[config.mk]
export PLATFORM = sky130hd
export DESIGN_NAME = midpoint_line_rasterizer
export DESIGN_NICKNAME = d
export VERILOG_FILES = /design/src/rtl/mlr_pkg.sv /design/src/rtl/midpoint_line_rasterizer.sv /design/src/rtl/mlr_front.sv /design/src/rtl/mlr_queue.sv /design/src/rtl/mlr_back.sv
export SDC_FILE = /design/constraint.sdc
export NUM_CORES = 1
export LEC_CHECK = 0
export BUFFER_PORTS_ARGS = -buffer_cell sky130_fd_sc_hd__clkbuf_2
export CELL_PAD_IN_SITES_DETAIL_PLACEMENT = 0
export CELL_PAD_IN_SITES_GLOBAL_PLACEMENT = 1
export CORE_ASPECT_RATIO = 0.8
export CORE_UTILIZATION = 54
export DETAILED_ROUTE_END_ITERATION = 10
export PLACE_DENSITY = 0.83
export SETUP_SLACK_MARGIN = 0.15
export SYNTH_ARGS = -nofsm -noshare
export SYNTH_HDL_FRONTEND = slang
export SYNTH_SLANG_ARGS = --single-unit
[constraint.sdc]
create_clock -name i_clk -period 11.1 [get_ports i_clk]
set_input_delay 1.11 -clock i_clk [delete_from_list [all_inputs] [get_ports i_clk]]
set_output_delay 1.11 -clock i_clk [all_outputs]
set_load 0.01 [all_outputs]
[src/rtl/mlr_pkg.sv]
// Package for the midpoint line rasterizer.
// Holds the operation codes and the line flag group shared by the front, the queue and the back.
// No dependencies.
package mlr_pkg;

    localparam logic OP_LOAD = 1'b0;
    localparam logic OP_STEP = 1'b1;

    // Per-command flags carried through the command queue
    typedef struct packed {
        logic is_load;
        logic steep;
        logic x_dec;
        logic y_dec;
    } t_line_flags;

    localparam int unsigned FLAGS_W = $bits(t_line_flags);

endpackage

[src/rtl/midpoint_line_rasterizer.sv]
// Midpoint line rasterizer top level: all-octant line walker, one pixel per step command.
// Depends on mlr_pkg, mlr_front, mlr_queue and mlr_back.
//
// Usage:
//   Slave stream (s_axis): tuser = op (0 load endpoints, 1 step). tdata carries
//   start_x, start_y, end_x, end_y (COORD_BITS each, from bit 0 up, zero padded).
//   A load transaction sets up a new line (dropping any line in progress) and
//   gives no result. Each step transaction gives one pixel while a line is
//   active; a step with no active line gives nothing.
//   Master stream (m_axis): tdata = pixel_x, pixel_y (from bit 0 up, zero
//   padded); tlast is high on the line's final endpoint.
// Timing:
//   Throughput is one transaction per clock on both sides while the receiver
//   does not stall. A step transaction is registered in the command queue and
//   then in the output register before its pixel appears. Each pixel costs one
//   add and compare on the decision term in the back end.
// Reset and stalls:
//   Synchronous active-low reset empties the queue, clears the line state (no
//   line active) and drops any pending result. When the receiver stalls, the
//   result holds in the output register and the queue keeps taking commands
//   until it is full, then s_axis tready drops.
module midpoint_line_rasterizer #(
    parameter int unsigned COORD_BITS = 10
) (
    input  logic i_clk,
    input  logic i_rst_n,
    // slave stream
    input  logic                         i_s_axis_tvalid,
    output logic                         o_s_axis_tready,
    // tdata: start_x, start_y, end_x, end_y, zero pad
    input  logic [((4*COORD_BITS+7)/8)*8-1:0] i_s_axis_tdata,
    // tuser: op
    input  logic [0:0]                   i_s_axis_tuser,
    // master stream
    output logic                         o_m_axis_tvalid,
    input  logic                         i_m_axis_tready,
    // tdata: pixel_x, pixel_y, zero pad
    output logic [((2*COORD_BITS+7)/8)*8-1:0] o_m_axis_tdata,
    output logic                         o_m_axis_tlast
);
    import mlr_pkg::*;

    localparam int unsigned CB      = COORD_BITS;
    localparam int unsigned DW      = CB + 3;
    localparam int unsigned ENTRY_W = FLAGS_W + 2*CB + (CB + 1) + 3*DW;
    localparam int unsigned QDEPTH  = 4;

    // front outputs
    t_line_flags          f_flags;
    logic [CB-1:0]        f_start_x;
    logic [CB-1:0]        f_start_y;
    logic [CB:0]          f_count;
    logic signed [DW-1:0] f_dec;
    logic signed [DW-1:0] f_inc_e;
    logic signed [DW-1:0] f_inc_ne;

    // queue head, unpacked
    t_line_flags          q_flags;
    logic [CB-1:0]        q_start_x;
    logic [CB-1:0]        q_start_y;
    logic [CB:0]          q_count;
    logic signed [DW-1:0] q_dec;
    logic signed [DW-1:0] q_inc_e;
    logic signed [DW-1:0] q_inc_ne;

    logic [ENTRY_W-1:0]   q_wdata;
    logic [ENTRY_W-1:0]   q_rdata;
    logic                 q_full;
    logic                 q_valid;
    logic                 q_pop;
    logic                 s_accept;

    logic [CB-1:0]        pix_x;
    logic [CB-1:0]        pix_y;

    assign o_s_axis_tready = !q_full;
    assign s_accept        = i_s_axis_tvalid && !q_full;

    mlr_front #(
        .COORD_BITS(CB)
    ) u_front (
        .i_op      (i_s_axis_tuser[0]),
        .i_start_x (i_s_axis_tdata[CB-1:0]),
        .i_start_y (i_s_axis_tdata[2*CB-1:CB]),
        .i_end_x   (i_s_axis_tdata[3*CB-1:2*CB]),
        .i_end_y   (i_s_axis_tdata[4*CB-1:3*CB]),
        .o_flags   (f_flags),
        .o_start_x (f_start_x),
        .o_start_y (f_start_y),
        .o_count   (f_count),
        .o_dec     (f_dec),
        .o_inc_e   (f_inc_e),
        .o_inc_ne  (f_inc_ne)
    );

    assign q_wdata = {f_flags, f_start_x, f_start_y, f_count, f_dec, f_inc_e, f_inc_ne};

    mlr_queue #(
        .WIDTH(ENTRY_W),
        .DEPTH(QDEPTH)
    ) u_queue (
        .i_clk   (i_clk),
        .i_rst_n (i_rst_n),
        .i_push  (s_accept),
        .i_data  (q_wdata),
        .o_full  (q_full),
        .i_pop   (q_pop),
        .o_valid (q_valid),
        .o_data  (q_rdata)
    );

    assign {q_flags, q_start_x, q_start_y, q_count, q_dec, q_inc_e, q_inc_ne} = q_rdata;

    mlr_back #(
        .COORD_BITS(CB)
    ) u_back (
        .i_clk       (i_clk),
        .i_rst_n     (i_rst_n),
        .i_cmd_valid (q_valid),
        .o_cmd_pop   (q_pop),
        .i_flags     (q_flags),
        .i_start_x   (q_start_x),
        .i_start_y   (q_start_y),
        .i_count     (q_count),
        .i_dec       (q_dec),
        .i_inc_e     (q_inc_e),
        .i_inc_ne    (q_inc_ne),
        .o_valid     (o_m_axis_tvalid),
        .i_ready     (i_m_axis_tready),
        .o_pixel_x   (pix_x),
        .o_pixel_y   (pix_y),
        .o_last      (o_m_axis_tlast)
    );

    // pixel fields from bit 0 up, pad bits tied low
    always_comb begin
        o_m_axis_tdata           = '0;
        o_m_axis_tdata[CB-1:0]   = pix_x;
        o_m_axis_tdata[2*CB-1:CB] = pix_y;
    end

endmodule

[src/rtl/mlr_front.sv]
// Front end of the midpoint line rasterizer: classifies items and sets up a line on load.
// Depends on mlr_pkg.
module mlr_front #(
    parameter int unsigned COORD_BITS = 10
) (
    input  logic                  i_op,
    input  logic [COORD_BITS-1:0] i_start_x,
    input  logic [COORD_BITS-1:0] i_start_y,
    input  logic [COORD_BITS-1:0] i_end_x,
    input  logic [COORD_BITS-1:0] i_end_y,
    output mlr_pkg::t_line_flags  o_flags,
    output logic [COORD_BITS-1:0] o_start_x,
    output logic [COORD_BITS-1:0] o_start_y,
    output logic [COORD_BITS:0]   o_count,
    output logic signed [COORD_BITS+2:0] o_dec,
    output logic signed [COORD_BITS+2:0] o_inc_e,
    output logic signed [COORD_BITS+2:0] o_inc_ne
);
    import mlr_pkg::*;

    localparam int unsigned DW = COORD_BITS + 3;

    logic                  x_dec;
    logic                  y_dec;
    logic                  steep;
    logic [COORD_BITS-1:0] dx;
    logic [COORD_BITS-1:0] dy;
    logic [COORD_BITS-1:0] major;
    logic [COORD_BITS-1:0] minor;
    logic signed [DW-1:0]  major_s;
    logic signed [DW-1:0]  minor_s;

    always_comb begin
        x_dec   = i_end_x < i_start_x;
        y_dec   = i_end_y < i_start_y;
        dx      = x_dec ? (i_start_x - i_end_x) : (i_end_x - i_start_x);
        dy      = y_dec ? (i_start_y - i_end_y) : (i_end_y - i_start_y);
        steep   = dy > dx;               // tie keeps x as the major axis
        major   = steep ? dy : dx;
        minor   = steep ? dx : dy;
        major_s = signed'(DW'(major));
        minor_s = signed'(DW'(minor));

        o_flags.is_load = (i_op == OP_LOAD);
        o_flags.steep   = steep;
        o_flags.x_dec   = x_dec;
        o_flags.y_dec   = y_dec;
        o_start_x       = i_start_x;
        o_start_y       = i_start_y;
        o_count         = (COORD_BITS+1)'(major) + (COORD_BITS+1)'(1);
        o_dec           = (minor_s <<< 1) - major_s;
        o_inc_e         = minor_s <<< 1;
        o_inc_ne        = (minor_s - major_s) <<< 1;
    end

endmodule

[src/rtl/mlr_queue.sv]
// Command queue between front and back of the midpoint line rasterizer.
// Small register FIFO with first-word-fall-through read. No package dependency.
module mlr_queue #(
    parameter int unsigned WIDTH = 8,
    parameter int unsigned DEPTH = 4
) (
    input  logic             i_clk,
    input  logic             i_rst_n,
    input  logic             i_push,
    input  logic [WIDTH-1:0] i_data,
    output logic             o_full,
    input  logic             i_pop,
    output logic             o_valid,
    output logic [WIDTH-1:0] o_data
);

    localparam int unsigned PW = (DEPTH > 1) ? $clog2(DEPTH) : 1;
    localparam int unsigned CW = $clog2(DEPTH + 1);

    logic [WIDTH-1:0] r_mem [DEPTH];
    logic [PW-1:0]    r_wr_ptr, n_wr_ptr;
    logic [PW-1:0]    r_rd_ptr, n_rd_ptr;
    logic [CW-1:0]    r_count, n_count;

    function automatic logic [PW-1:0] f_next(input logic [PW-1:0] p);
        if (p == PW'(DEPTH - 1)) begin
            return '0;
        end
        return p + PW'(1);
    endfunction

    always_comb begin
        n_wr_ptr = i_push ? f_next(r_wr_ptr) : r_wr_ptr;
        n_rd_ptr = i_pop  ? f_next(r_rd_ptr) : r_rd_ptr;
        n_count  = r_count;
        if (i_push && !i_pop) begin
            n_count = r_count + CW'(1);
        end else if (!i_push && i_pop) begin
            n_count = r_count - CW'(1);
        end
    end

    always_ff @(posedge i_clk) begin
        if (!i_rst_n) begin
            r_wr_ptr <= '0;
            r_rd_ptr <= '0;
            r_count  <= '0;
        end else begin
            r_wr_ptr <= n_wr_ptr;
            r_rd_ptr <= n_rd_ptr;
            r_count  <= n_count;
        end
    end

    always_ff @(posedge i_clk) begin
        if (i_push) begin
            r_mem[r_wr_ptr] <= i_data;
        end
    end

    assign o_full  = (r_count == CW'(DEPTH));
    assign o_valid = (r_count != '0);
    assign o_data  = r_mem[r_rd_ptr];

endmodule

[src/rtl/mlr_back.sv]
// Back end of the midpoint line rasterizer: walks the active line one pixel per step command.
// Depends on mlr_pkg; holds the line state and the output register.
module mlr_back #(
    parameter int unsigned COORD_BITS = 10
) (
    input  logic                  i_clk,
    input  logic                  i_rst_n,
    input  logic                  i_cmd_valid,
    output logic                  o_cmd_pop,
    input  mlr_pkg::t_line_flags  i_flags,
    input  logic [COORD_BITS-1:0] i_start_x,
    input  logic [COORD_BITS-1:0] i_start_y,
    input  logic [COORD_BITS:0]   i_count,
    input  logic signed [COORD_BITS+2:0] i_dec,
    input  logic signed [COORD_BITS+2:0] i_inc_e,
    input  logic signed [COORD_BITS+2:0] i_inc_ne,
    output logic                  o_valid,
    input  logic                  i_ready,
    output logic [COORD_BITS-1:0] o_pixel_x,
    output logic [COORD_BITS-1:0] o_pixel_y,
    output logic                  o_last
);
    import mlr_pkg::*;

    localparam int unsigned DW = COORD_BITS + 3;
    localparam int unsigned NW = COORD_BITS + 1;

    // line state
    logic [COORD_BITS-1:0] r_cur_x, n_cur_x;
    logic [COORD_BITS-1:0] r_cur_y, n_cur_y;
    logic signed [DW-1:0]  r_dec, n_dec;
    logic signed [DW-1:0]  r_inc_e, n_inc_e;
    logic signed [DW-1:0]  r_inc_ne, n_inc_ne;
    logic                  r_steep, n_steep;
    logic                  r_x_dec, n_x_dec;
    logic                  r_y_dec, n_y_dec;
    logic [NW-1:0]         r_left, n_left;
    logic                  r_active, n_active;

    // output register
    logic                  r_out_valid, n_out_valid;
    logic [COORD_BITS-1:0] r_out_x, n_out_x;
    logic [COORD_BITS-1:0] r_out_y, n_out_y;
    logic                  r_out_last, n_out_last;

    logic pop;
    logic emit;
    logic step_minor;

    always_comb begin
        pop  = i_cmd_valid && (!r_out_valid || i_ready);
        emit = pop && !i_flags.is_load && r_active;
        step_minor = (r_dec > 0);

        n_cur_x  = r_cur_x;
        n_cur_y  = r_cur_y;
        n_dec    = r_dec;
        n_inc_e  = r_inc_e;
        n_inc_ne = r_inc_ne;
        n_steep  = r_steep;
        n_x_dec  = r_x_dec;
        n_y_dec  = r_y_dec;
        n_left   = r_left;
        n_active = r_active;

        n_out_valid = r_out_valid && !i_ready;
        n_out_x     = r_out_x;
        n_out_y     = r_out_y;
        n_out_last  = r_out_last;

        if (pop && i_flags.is_load) begin
            n_cur_x  = i_start_x;
            n_cur_y  = i_start_y;
            n_dec    = i_dec;
            n_inc_e  = i_inc_e;
            n_inc_ne = i_inc_ne;
            n_steep  = i_flags.steep;
            n_x_dec  = i_flags.x_dec;
            n_y_dec  = i_flags.y_dec;
            n_left   = i_count;
            n_active = 1'b1;
        end else if (emit) begin
            n_out_valid = 1'b1;
            n_out_x     = r_cur_x;
            n_out_y     = r_cur_y;
            n_out_last  = (r_left == NW'(1));
            if (r_left <= NW'(1)) begin
                // final endpoint: cursor holds, line retires
                n_left   = '0;
                n_active = 1'b0;
            end else begin
                n_left = r_left - NW'(1);
                if (step_minor) begin
                    n_dec = r_dec + r_inc_ne;
                end else begin
                    n_dec = r_dec + r_inc_e;
                end
                if (r_steep || step_minor) begin
                    n_cur_y = r_y_dec ? (r_cur_y - COORD_BITS'(1))
                                      : (r_cur_y + COORD_BITS'(1));
                end
                if (!r_steep || step_minor) begin
                    n_cur_x = r_x_dec ? (r_cur_x - COORD_BITS'(1))
                                      : (r_cur_x + COORD_BITS'(1));
                end
            end
        end
    end

    always_ff @(posedge i_clk) begin
        if (!i_rst_n) begin
            r_cur_x     <= '0;
            r_cur_y     <= '0;
            r_dec       <= '0;
            r_inc_e     <= '0;
            r_inc_ne    <= '0;
            r_steep     <= 1'b0;
            r_x_dec     <= 1'b0;
            r_y_dec     <= 1'b0;
            r_left      <= '0;
            r_active    <= 1'b0;
            r_out_valid <= 1'b0;
        end else begin
            r_cur_x     <= n_cur_x;
            r_cur_y     <= n_cur_y;
            r_dec       <= n_dec;
            r_inc_e     <= n_inc_e;
            r_inc_ne    <= n_inc_ne;
            r_steep     <= n_steep;
            r_x_dec     <= n_x_dec;
            r_y_dec     <= n_y_dec;
            r_left      <= n_left;
            r_active    <= n_active;
            r_out_valid <= n_out_valid;
        end
    end

    always_ff @(posedge i_clk) begin
        r_out_x    <= n_out_x;
        r_out_y    <= n_out_y;
        r_out_last <= n_out_last;
    end

    assign o_cmd_pop = pop;
    assign o_valid   = r_out_valid;
    assign o_pixel_x = r_out_x;
    assign o_pixel_y = r_out_y;
    assign o_last    = r_out_last;

endmodule
==> run summary, run 1 <==
The flow ran to the end, and the final reports show no timing, DRC or antenna violations. Among all cell types in the netlist, the one instantiated most often is sky130_fd_sc_hd__edfxtp_1. The instance count of the mapped netlist is 1,464. The total leakage power was 7.53 nW. The number of gates resized after CTS was 0. Max-capacitance violation count: 0. Setup repair after global routing left no endpoint under its margin. The number of antenna diodes in the final layout is 0. From left edge to right edge, the die measures 209 um. The aggregate global-route resource usage is 0.249, and the maximum net fanout on the critical path is 18. The pin count of the biggest net entering global routing was 74. The placed instances occupy a cell area of 0.0193 mm^2. The critical path in this run is classified as input pin to flop. The critical path required time was 11,410 ps; the worst slack on hold paths was 455 ps. The part of the Yosys area used for sequential elements was 0.562; the count of endpoints failing setup in the final report was 0. The logs give 82 for the count of cell types in the netlist and 0 ps for the setup total negative slack. The commonest cells after synthesis are 293 x sky130_fd_sc_hd__edfxtp_1, 131 x sky130_fd_sc_hd__nand2_1, 109 x sky130_fd_sc_hd__a21oi_1. Counting flops with a built-in enable in the synthesized netlist gives 293. The element type at the critical path start was an input pin. Total number of vias: 11,900.

The synthesis-to-finish area growth was 11.3%; the final critical-path share of the clock period was 0.715. A synthesized cell averages 12.6 um^2. With fillers left out, the area of the finished cells amounts to 0.0206 mm^2.

The number of rows created at floorplan was 60; the number of hold-slack violations in the final timing report was 0. The total power per unit cell area was 304 mW/mm^2; the fraction of layout instances using a drive strength above 1 was 0.163. The average wire length per cell after detail routing is 21.1 um. In the final design database the tool counted 1,671 nets.

The number of synthesized register bits is 372. The area share of the leading cell type in the synthesized netlist is 0.476. Utilization after layout: 0.611.

The synthesized area came out at 0.0185 mm^2. The path class of the tightest hold or removal check is flop to flop. The H-tree generated during clock tree synthesis spans 2 levels. The normalized max-slew margin is 0.240. After clock tree synthesis, the clock-pin slew on the worst setup and hold paths is 60 ps. At the later pin of the worst-skew pair, clock insertion delay measures 550 ps.

The run gives 0 as the number of nets with antenna violations after detailed routing. The slowest cell on the critical path was sky130_fd_sc_hd__a21oi_1. Count of port buffers added during placement: 67. Quantity of hold-fixing buffers added after cts: 0. For the number of primary I/O pins, the log shows 72.

Via count of the first global-routing pass: 11,700. The clock tree buffer depth was 3. Detailed placement ended at an HPWL of 27,900 um. Buffers inserted during clock tree synthesis total 38. The run gives 66,800 um as the first-pass GRT wire length. TritonCTS built the clock tree. The logs give 0.549 for the starting density of the core and 0 for the number of remaining DRC errors. Timing analysis after detailed placement gives a worst setup slack of 2730 ps. The tree is rooted in a sky130_fd_sc_hd__clkbuf_16. The detailed router finished its first iteration with 1,083 violations. The die covers 0.0349 mm^2. The number of setup buffers added after CTS is 0.

The routed design could run at a clock period as short as 7940 ps. The total overflow left after global routing is 0. The worst-case IR drop observed on VDD is 0.158 mV. The transition at the pin with the smallest max-transition slack was 1140 ps; the number of vias per cell after detailed routing was 5.97. The fraction of registers with async set/reset is 0.

The leading area contributor after synthesis was sky130_fd_sc_hd__edfxtp_1. Worst clock skew: 23.4 ps. For this run, the leading register cell type out of synthesis is sky130_fd_sc_hd__edfxtp_1. The tools report the area of the core as 0.0336 mm^2. During synthesis, Yosys emitted a total of 0 warnings. The peak per-stage delay on the critical path came out at 440 ps.

The most numerous cell type found on the critical path is sky130_fd_sc_hd__ha_1. The clock sink total was 372; the overall die height was 167 um. For the initial antenna violation count, the log shows 0. The first TritonRoute pass finished after 7 iterations. Final routed wirelength across all metal layers: 42,100 um.

Ranked by total cell area, the synthesized netlist is headed by sky130_fd_sc_hd__edfxtp_1 48%, sky130_fd_sc_hd__dfxtp_1 8.6%, sky130_fd_sc_hd__mux4_2 8.3%. Slack of the critical path: 3160 ps. Routability-driven placement finished with a final weighted congestion of 0.885. The final count of pins violating max slew is 0. Kind of capture point of the worst setup path: a flop. The arrival time of the worst setup path was 8250 ps. The run gives 0.126 GHz as the highest achievable clock rate.
-- layout make-up --
cell class                 instances  area, um^2
timing repair buffer              81         440
clock buffer                      50        1080
sequential                       372       10400
inverter                          99         375
tap                              434         543
multi-input combinational        938        7510
fill                            2610       13100
clock inverter                    20         219
-- stage by stage --
| stage | power [mW] | std cells |
|---|---|---|
| floorplan | 4.19 | 1467 |
| global placement | 4.88 | 1924 |
| detailed placement | 4.94 | 1924 |
| CTS | 6.27 | 1994 |
| global route | 6.64 | 1994 |
| finish | 6.25 | 1994 |
-- worst max-delay path, delay by kind of cell --
kind	cells	cell delay, ps
buffers and inverters	4	800
AOI/OAI and AO/OA	12	3180
adders and majority gates	5	1650
and+or+nand+nor	8	1470
-- state kept, by name, indices dropped and copies added, names as in the netlist, 2 cells and up, named ones only --
signal,count
u_back.r_dec,13
u_back.r_inc_e,10
u_back.r_left,11
u_back.r_inc_ne,11
u_back.r_cur_y,10
u_back.r_cur_x,10
u_back.o_pixel_x,10
u_queue.r_wr_ptr,2
u_back.o_pixel_y,10
u_queue.r_count,3
u_queue.r_mem,272
u_queue.r_rd_ptr,2
-- where the power goes --
part	switching (mW)	internal, mW	leakage, nW	total, mW
Combinational	1.63	1.03	3.55	2.65
Sequential	0.180	2.10	3.33	2.28
Clock	0.535	0.782	0.642	1.32
-- layout by cell type (no fill, tap or decap), types with 5 or more instances in the layout --
cell type / n
sky130_fd_sc_hd__clkbuf_8: 6
sky130_fd_sc_hd__and3_1: 5
sky130_fd_sc_hd__or3_1: 5
sky130_fd_sc_hd__and2_1: 9
sky130_fd_sc_hd__a311oi_1: 13
sky130_fd_sc_hd__nor3_1: 25
sky130_fd_sc_hd__o21bai_1: 19
sky130_fd_sc_hd__nand4_1: 8
sky130_fd_sc_hd__a21boi_0: 5
sky130_fd_sc_hd__nand2_1: 130
sky130_fd_sc_hd__xnor2_1: 53
sky130_fd_sc_hd__nor4_1: 8
sky130_fd_sc_hd__nor2_1: 95
sky130_fd_sc_hd__mux2i_1: 19
sky130_fd_sc_hd__a31oi_1: 14
sky130_fd_sc_hd__and4_1: 5
sky130_fd_sc_hd__fa_1: 8
sky130_fd_sc_hd__clkinv_2: 7
sky130_fd_sc_hd__xor2_1: 15
sky130_fd_sc_hd__clkbuf_16: 39
sky130_fd_sc_hd__mux2_2: 13
sky130_fd_sc_hd__ha_1: 88
sky130_fd_sc_hd__mux4_2: 68
sky130_fd_sc_hd__o21ai_1: 7
sky130_fd_sc_hd__a211oi_1: 19
sky130_fd_sc_hd__a21oi_1: 109
sky130_fd_sc_hd__nand2b_1: 7
sky130_fd_sc_hd__clkinv_1: 7
sky130_fd_sc_hd__o211ai_1: 11
sky130_fd_sc_hd__nand3_1: 15
sky130_fd_sc_hd__nor2b_1: 16
sky130_fd_sc_hd__inv_1: 93
sky130_fd_sc_hd__o21a_1: 13
sky130_fd_sc_hd__edfxtp_1: 293
sky130_fd_sc_hd__clkbuf_2: 67
sky130_fd_sc_hd__dfxtp_1: 77
sky130_fd_sc_hd__o21ai_0: 41
sky130_fd_sc_hd__clkbuf_1: 5
sky130_fd_sc_hd__buf_4: 14
sky130_fd_sc_hd__a21o_1: 18
-- metal layers --
metal	part of all wire	vias up	global-route usage
met3	0.071	50	0.0486
met5	0	-	0
li1	-	5613	-
met2	0.44	364	0.371
met4	0.016	0	0.0559
met1	0.48	5869	0.377
-- path summary, 6_finish.rpt --
kind | start | slack, ps | cells past startpoint | end
worst max-delay path | i_s_axis_tdata[0] | 3160 | 29 | u_queue.r_mem[2][32]
worst max register to register | u_back.r_dec[2] | 6400 | 17 | u_back.r_dec[11]
worst min register to register | u_back.r_dec[0] | 450 | 2 | u_back.r_dec[0]
worst min-delay path | u_back.r_dec[0] | 450 | 2 | u_back.r_dec[0]
-- cells by family (layout without fill, tap and decap cells) --
group / count (synthesis) / after routing / synth area share
AO/OA/AOI/OAI: 317 / 317 / 0.112
flip-flops: 372 / 372 / 0.562
AND/OR/NAND/NOR: 344 / 344 / 0.0844
adder cells (fa/ha/maj): 99 / 99 / 0.0699
other: 1 / 4 / 0.000203
buffers and inverters: 157 / 250 / 0.0331
XOR/XNOR: 69 / 69 / 0.0331
multiplexers: 105 / 105 / 0.105
Power figures use the tool's default switching activity.
==> inputs of run 2 (changes only) <==
--- a/config.mk
+++ b/config.mk
@@ -5,13 +5,14 @@
 export SDC_FILE = /design/constraint.sdc
 export NUM_CORES = 1
 export LEC_CHECK = 0
+export ABC_AREA = 1
 export BUFFER_PORTS_ARGS = -buffer_cell sky130_fd_sc_hd__clkbuf_2
 export CELL_PAD_IN_SITES_DETAIL_PLACEMENT = 0
 export CELL_PAD_IN_SITES_GLOBAL_PLACEMENT = 1
 export CORE_ASPECT_RATIO = 0.8
-export CORE_UTILIZATION = 54
+export CORE_UTILIZATION = 44
 export DETAILED_ROUTE_END_ITERATION = 10
-export PLACE_DENSITY = 0.83
+export PLACE_DENSITY = 0.76
 export SETUP_SLACK_MARGIN = 0.15
 export SYNTH_ARGS = -nofsm -noshare
 export SYNTH_HDL_FRONTEND = slang
==> constraint.sdc (replaced) <==
create_clock -name i_clk -period 7.15 [get_ports i_clk]
set_input_delay 0.715 -clock i_clk [delete_from_list [all_inputs] [get_ports i_clk]]
set_output_delay 0.715 -clock i_clk [all_outputs]
set_load 0.01 [all_outputs]
==> run 2 against run 1 <==
Against the previous run:
- die area up 31%
- design area is 6.1% higher
- clock skew fell by 12 ps
- routed wire length is 26% higher
- critical path depth fell by 1
- sequential share of layout area shrank 2.9 points
- synthesized area grew 6.8%
- critical endpoint is now u_queue.r_mem[1][32]
- largest cell class unchanged
- highest routed layer unchanged
==> run summary, run 2 <==
The run gives 0.187 GHz as the highest achievable clock rate. The clock period could shrink to 5330 ps. The logs give 52,900 um (+26%) for the final routed wirelength across all metal layers and 36,700 um (+31%) for the half-perimeter wire length of the detailed placement result. The logs give 0.209 mV (+32%) for the peak supply drop and 372 (unchanged) for the clock sink total.

Setup repair after global routing left no endpoint under its margin. The total internal power is 5.69 mW (+46%). Via count of the first global-routing pass: 14,200 (+22%). For this run, the leading register cell type out of synthesis is sky130_fd_sc_hd__edfxtp_1. The number of detailed-route iterations in the first pass came out at 5 (-2).

The final count of pins violating max slew is 0 (unchanged), and the total leakage power is 9.01 nW (+20%). In the layout the commonest cells are 418 x sky130_fd_sc_hd__nand2_1, 293 x sky130_fd_sc_hd__edfxtp_1, 243 x sky130_fd_sc_hd__nor2_1. The run finished with clean final reports. The number of flip-flops in the largest register works out to 272 (unchanged). The logs give 5720 ps (-2530 ps) for the arrival time of the worst setup path and 3 (unchanged) for the clock tree buffer depth.

The tools report the number of rows created at floorplan as 68 (+13%). For the synthesized area, the log shows 0.0197 mm^2 (+6.8%). After synthesis, the most frequently instantiated cells are 418 x sky130_fd_sc_hd__nand2_1, 293 x sky130_fd_sc_hd__edfxtp_1, 247 x sky130_fd_sc_hd__nor2_1. The number of synthesized register bits came out at 372 (unchanged).

On the critical path the largest part of the delay comes from simple AND/OR/NAND/NOR gates. The peak per-stage delay on the critical path is 510 ps (+70 ps), and the number of vias per cell after detailed routing is 5.34 (-11%). Post-cts repair resize count: 0 (unchanged). Number of hold-slack violations in the final timing report: 0 (unchanged). The number of primary I/O pins was 72 (unchanged). The run gives 0 (unchanged) as the number of warnings printed during yosys synthesis. The transition at the pin with the smallest max-transition slack was 898 ps (-238 ps); the worst clock skew was 11.5 ps (-11.9 ps). The run gives 82,600 um (+24%) as the first-pass GRT wire length. The critical path is of the input pin to flop type. The tools report the global route total overflow as 0 (unchanged).

The die extent in x was 239 um (+14%). The portion of total power attributed to sequential cells came out at 0.346 (-0.019). The slowest stage of the critical path belongs to the cell sky130_fd_sc_hd__ha_1.

The leading cell type in the layout, fill and taps excluded is sky130_fd_sc_hd__nand2_1. The tools report the count of routing violations after the opening detailed-route iteration as 1,263 (+17%). The switching portion of total power is 0.436 (+0.0620). The quantity of hold-fixing buffers added after cts is 0 (unchanged). The root buffer cell chosen for the clock tree is sky130_fd_sc_hd__clkbuf_16.

For the count of cell types in the netlist, the log shows 57 (-30%). The normalized max-slew margin was 0.399 (+0.160); the count of buffering cells on the critical path with inverters included was 5 (+1). Fraction of registers with async set/reset: 0 (unchanged).

The run gives 1 (+1) as the initial antenna violation count. Setup total negative slack: 0 ps (unchanged). In the final layout, the registers with the most flip-flops are u_queue.r_mem (272), u_back.r_dec (13). After synthesis, the cell types taking the most area are sky130_fd_sc_hd__edfxtp_1 45%, sky130_fd_sc_hd__dfxtp_1 8.0%, sky130_fd_sc_hd__nand2_1 8.0%. The number of flops mapped to enable cells by yosys was 293 (unchanged).

The die area is 0.0457 mm^2 (+31%), and the total of fill cells in the finished design is 4,064 (+56%). For the part of the Yosys area used for sequential elements, the log shows 0.526 (-0.0358). The average wire length per cell after detail routing is 18.9 um (-11%). The number of nets with antenna violations after detailed routing came out at 0 (unchanged).

The total power per unit cell area is 463 mW/mm^2 (+52%), and the overall die height is 191 um (+14%). Post-CTS setup repair buffer count: 0 (unchanged). The instance count of the mapped netlist is 2,131 (+46%), and the average instance area after synthesis is 9.25 um^2 (-27%). Number of remaining DRC errors: 0 (unchanged).

The critical path required time is 7540 ps (-3870 ps), and the max-capacitance violation count is 0 (unchanged). The tools report the worst slack on hold paths as 420 ps (-34.5 ps). The area share of the leading cell type in the synthesized netlist was 0.446 (-0.0304); the maximum net fanout on the critical path was 21 (+3). Dominant cell type by count on the critical path: sky130_fd_sc_hd__nand2_1.

The final critical-path share of the clock period was 0.746. The aggregate global-route resource usage was 0.236 (-0.0125); the clock share of power was 0.193 (-0.018). The path class of the tightest hold or removal check is input pin to flop.

The largest total area in the synthesized netlist belongs to sky130_fd_sc_hd__edfxtp_1. The register clock-pin slew on the reported worst setup and hold paths was 60 ps (about the same); the count of port buffers added during placement was 67 (unchanged). The pin count of the biggest net entering global routing came out at 58 (-22%).

The share of total power in combinational logic was 0.461 (+0.037). For the maximum level of the CTS H-tree, the log shows 2 (unchanged). The logs give 39 (+2.6%) for the clock buffer count from CTS and 4.41 mW (+88%) for the net load switching power. Number of nets in the finished design: 2,321 (+39%). The fraction of layout instances using a drive strength above 1 is 0.123 (-0.0397), and the synthesis-to-finish area growth is 10.6%. The clock latency on the worst-skew pair came out at 550 ps (about the same).

The tools report the number of diodes as 0 (unchanged). By instance count, the leading cell after synthesis is sky130_fd_sc_hd__nand2_1. TritonCTS built the clock tree. The count of endpoints failing setup in the final report was 0 (unchanged); the starting density of the core was 0.452 (-0.0972).

The total number of vias is 15,000 (+26%). The element type at the critical path start was an input pin. The area of the core came out at 0.0436 mm^2 (+30%). Kind of capture point of the worst setup path: a flop. For the final estimated routing congestion in global placement, the log shows 0.919 (+3.8%). Most flop-heavy register: u_queue.r_mem.
-- run 2: changes by cell type after synthesis, moves of 23 or more --
cell | before | now
sky130_fd_sc_hd__nand2_1 | 131 | 418
sky130_fd_sc_hd__o21ai_0 | 41 | 199
sky130_fd_sc_hd__nor2_1 | 96 | 247
sky130_fd_sc_hd__inv_1 | 93 | 180
sky130_fd_sc_hd__nand3_1 | 15 | 87
sky130_fd_sc_hd__mux4_2 | 68 | 0
sky130_fd_sc_hd__nand2_2 | 0 | 46
sky130_fd_sc_hd__xnor2_1 | 53 | 11
sky130_fd_sc_hd__xor2_1 | 15 | 45
sky130_fd_sc_hd__a31oi_1 | 14 | 37
sky130_fd_sc_hd__o22ai_1 | 4 | 27
-- run 2: area by class of cell --
class | count | area, um^2 | share of cell area
timing repair buffer | 89 | 500 | 0.0229
sequential | 372 | 10400 | 0.476
tap | 595 | 744 | 0.0341
multi-input combinational | 1481 | 8240 | 0.378
inverter | 197 | 741 | 0.0340
clock inverter | 24 | 200 | 0.00918
clock buffer | 47 | 1010 | 0.0461
-- run 2: per-layer routing --
layer | global-route usage | part of all wire | up-vias
met5 | 0 | 0 | -
met4 | 0.0414 | 0.014 | 0
met3 | 0.0425 | 0.070 | 66
met2 | 0.354 | 0.42 | 414
met1 | 0.357 | 0.50 | 7116
li1 | - | - | 7381
-- run 2: logic make-up after synthesis --
logic type | count (synthesis) | share of synthesized area
simple gates | 870 | 0.192
other cells | 1 | 0.000190
flops | 372 | 0.526
xor+xnor | 56 | 0.0249
compound gates | 445 | 0.128
fa+ha+maj | 96 | 0.0640
buf+inv | 281 | 0.0581
mux | 10 | 0.00571
-- run 2: path summary, 6_finish.rpt --
check,endpoint,depth (start not counted),slack (ps),startpoint
min reg2reg,u_back.o_pixel_x[8],0,450,u_back.r_cur_x[8]
min,u_queue.r_mem[2][55],1,420,i_s_axis_tdata[19]
max,u_queue.r_mem[1][32],28,1820,i_s_axis_tdata[18]
max reg2reg,u_back.r_cur_y[9],10,2920,flop
-- run 2: power groups by stage --
stage                     combinational [mW]  clock (mW)  sequential, mW
after floorplan                         3.29           0            3.45
after detailed placement                4.63           0            3.53
after CTS                               4.66        1.99            3.49
final                                   4.66        1.95            3.49
after global routing                    5.24        2.07            3.54
after global placement                  4.56           0            3.52
-- run 2: through the flow --
stage / area (um^2) / setup WS, ps / instances / total power, mW / utilization
global route: 21800 / 1340 / 2805 / 10.8 / 0.500
finish: 21800 / 1820 / 2805 / 10.1 / 0.500
floorplan: 19700 / 2480 / 2134 / 6.75 / -
global placement: 20600 / 1310 / 2734 / 8.08 / 0.472
CTS: 21800 / 1830 / 2805 / 10.1 / 0.500
detailed placement: 20600 / 1250 / 2734 / 8.16 / 0.472
==> inputs of run 3 (changes only) <==
--- a/config.mk
+++ b/config.mk
@@ -10,9 +10,9 @@
 export CELL_PAD_IN_SITES_DETAIL_PLACEMENT = 0
 export CELL_PAD_IN_SITES_GLOBAL_PLACEMENT = 1
 export CORE_ASPECT_RATIO = 0.8
-export CORE_UTILIZATION = 44
+export CORE_UTILIZATION = 49
 export DETAILED_ROUTE_END_ITERATION = 10
-export PLACE_DENSITY = 0.76
+export PLACE_DENSITY = 0.81
 export SETUP_SLACK_MARGIN = 0.15
 export SYNTH_ARGS = -nofsm -noshare
 export SYNTH_HDL_FRONTEND = slang
==> constraint.sdc (replaced) <==
create_clock -name i_clk -period 5.4 [get_ports i_clk]
set_input_delay 0.54 -clock i_clk [delete_from_list [all_inputs] [get_ports i_clk]]
set_output_delay 0.54 -clock i_clk [all_outputs]
set_load 0.01 [all_outputs]
==> run 3 against run 2 <==
Against the previous run:
- power increased by 35%
- die area decreased by 10%
- via count increased by 0.93%
- hold slack got worse by 130 ps
- non-clock buffer count increased by 23
- largest cell class unchanged
- highest routed layer unchanged
==> run summary, run 3 (synthesis gave the netlist of run 2 again) <==
The tools report the element type at the critical path start as an input pin. Ranked by flip-flop count, first place goes to u_queue.r_mem. For the pre-CTS setup slack, the log shows 93.9 ps (-1150 ps). The run gives 0.305 mV (+46%) as the peak supply drop. The tools report the clock buffer count from CTS as 38 (-2.6%).

For the number of remaining DRC errors, the log shows 0 (unchanged). The clock sink total is 372 (unchanged). The largest registers in the layout are u_queue.r_mem (272), u_back.r_dec (13). Leaving out fill and tap cells, the most frequent cell in the layout is sky130_fd_sc_hd__nand2_1.

Number of hold-slack violations in the final timing report: 0 (unchanged). The worst hold path depth works out to 1 (unchanged). The count of routing violations after the opening detailed-route iteration is 1,350 (+6.9%). The total leakage power is 9.15 nW (+1.6%). The worst clock skew is 15.7 ps (+4.24 ps), and the number of flip-flops in the largest register is 272 (unchanged). The max-capacitance violation count was 0 (unchanged). Die extent in x: 226 um (-5.2%). The number of nets with antenna violations after detailed routing is 0 (unchanged), and the final routed wirelength across all metal layers is 52,200 um (-1.4%). The register clock-pin slew on the reported worst setup and hold paths is 60 ps (about the same), and the global route total overflow is 0 (unchanged). Static timing analysis puts the maximum clock frequency at 0.211 GHz.

The number of nets in the finished design is 2,343 (+0.95%), and the maximum level of the CTS H-tree is 2 (unchanged). The kind of capture point of the worst setup path is a flop. Area of the core: 0.0395 mm^2 (-9.4%). The fraction of layout instances using a drive strength above 1 works out to 0.134 (+0.0105). For the starting density of the core, the log shows 0.499 (+0.0471). The tools report the total number of vias as 15,100 (+0.93%). The tools report the first-pass GRT wire length as 80,800 um (-2.2%). The number of detailed-route iterations in the first pass was 5 (unchanged). The number of primary I/O pins was 72 (unchanged); the quantity of hold-fixing buffers added after cts was 0 (unchanged).

The half-perimeter wire length of the detailed placement result is 35,900 um (-2.0%). The transition at the pin with the smallest max-transition slack works out to 979 ps (+81.2 ps). The maximum net fanout on the critical path was 26 (+24%).

The final critical-path share of the clock period was 0.880; the final count of pins violating max slew was 0 (unchanged). The tools report the count of endpoints failing setup in the final report as 0 (unchanged). For the pin count of the biggest net entering global routing, the log shows 78 (+34%). The setup total negative slack is 0 ps (unchanged), and the via count of the first global-routing pass is 14,300 (+0.56%). The cell count after placement was 2,698 (-1.3%); the initial antenna violation count was 0 (-1).

The utilization after layout was 0.556 (+0.0566); the aggregate global-route resource usage was 0.256 (+0.0203). The critical path is of the input pin to flop type. Number of rows created at floorplan: 65 (-4.4%).

The cell sitting at the root of the clock tree is a sky130_fd_sc_hd__clkbuf_16. The tools report the critical path required time as 5640 ps (-1900 ps). Average wire length per cell after detail routing: 18.8 um (about the same). The number of vias per cell after detailed routing works out to 5.46 (+2.2%). Setup repair after global routing left no endpoint under its margin. The peak per-stage delay on the critical path was 480 ps (-30 ps). TritonCTS built the clock tree.

The flow ran to the end, and the final reports show no timing, DRC or antenna violations. The overall die height works out to 181 um (-5.2%). The count of port buffers added during placement was 67 (unchanged).

The path class of the tightest hold or removal check is input pin to flop. The final estimated routing congestion in global placement was 0.893 (-2.8%); the die area was 0.0411 mm^2 (-10%). The arrival time of the worst setup path came out at 4990 ps (-730 ps). The slowest stage of the critical path belongs to the cell sky130_fd_sc_hd__xnor2_1. Clock latency on the worst-skew pair: 520 ps (-30 ps). The slack of the critical path was 650 ps (-1170 ps).

The post-route non-filler standard cell count is 2,769 (-1.3%), and the total power is 13.6 mW (+35%). Relative to the synthesized area, the layout overhead comes to 11.5%. The depth of the most critical reg-to-reg path was 19 (+9); the minimum clock period was 4750 ps. The clock tree buffer depth was 3 (unchanged); the total power per unit cell area was 620 mW/mm^2 (+34%). In the layout the commonest cells are 418 x sky130_fd_sc_hd__nand2_1, 293 x sky130_fd_sc_hd__edfxtp_1, 243 x sky130_fd_sc_hd__nor2_1. The normalized max-slew margin came out at 0.346 (-0.0535).
## run 3: cell types whose count changed in the layout (fill, tap and decap cells not counted), sizes merged
cell    delta
inv        -2
buf       +23
clkbuf     +1
diode      +2
clkinv     -2
bufinv     +1
## run 3: final cells by class
| cell class | count | area [um^2] |
|---|---|---|
| fillers | 3598 | 17500 |
| flip-flops and latches | 372 | 10400 |
| multi-input cells | 1481 | 8240 |
| clock buffers | 48 | 1040 |
| inverters | 197 | 741 |
| repair buffers | 112 | 723 |
| well taps | 536 | 671 |
| clock inverters | 21 | 184 |
| diodes | 2 | 5.00 |
## run 3: per-stage QoR
stage	hold WS, ps	area (um^2)
after floorplan	429	19700
after global placement	446	20800
after detailed placement	448	20800
after CTS	273	22000
after global routing	286	22000
final	288	22000
## run 3: worst max-delay path: cells and delay by family
kind                       cells  cell delay (ps)
buffers and inverters          6              460
xor gates and xnor gates       2              600
and+or+nand+nor               13             1870
AOI/OAI and AO/OA              3              510
adders and majority gates      3              970
## run 3: final timing paths
| kind | startpoint | end | slack, ps |
|---|---|---|---|
| setup reg to reg | u_back.r_dec[9] | u_back.r_dec[11] | 1750 |
| hold / removal | i_s_axis_tdata[9] | u_queue.r_mem[3][65] | 290 |
| setup / recovery | i_s_axis_tdata[19] | u_queue.r_mem[3][26] | 650 |
| hold reg to reg | u_back.r_inc_ne[11] | u_back.r_inc_ne[11] | 460 |
## run 3: repair_timing
action                                  CTS  global route
endpoints found under the setup margin    0             4
hold endpoints to repair                  0             0
setup buffers                             0             0
gates resized for setup                   0             1
## run 3: report_power, final
group,internal [mW],switching (mW)
Sequential,4.30,0.305
Combinational,2.00,4.47
Clock,1.51,1.05
## run 3: routing by layer
layer,global-route usage,vias to the layer above,part of all wire
li1,-,7435,-
met1,0.399,7140,0.49
met5,0,-,0
met3,0.0314,65,0.064
met2,0.380,477,0.43
met4,0.0570,0,0.017
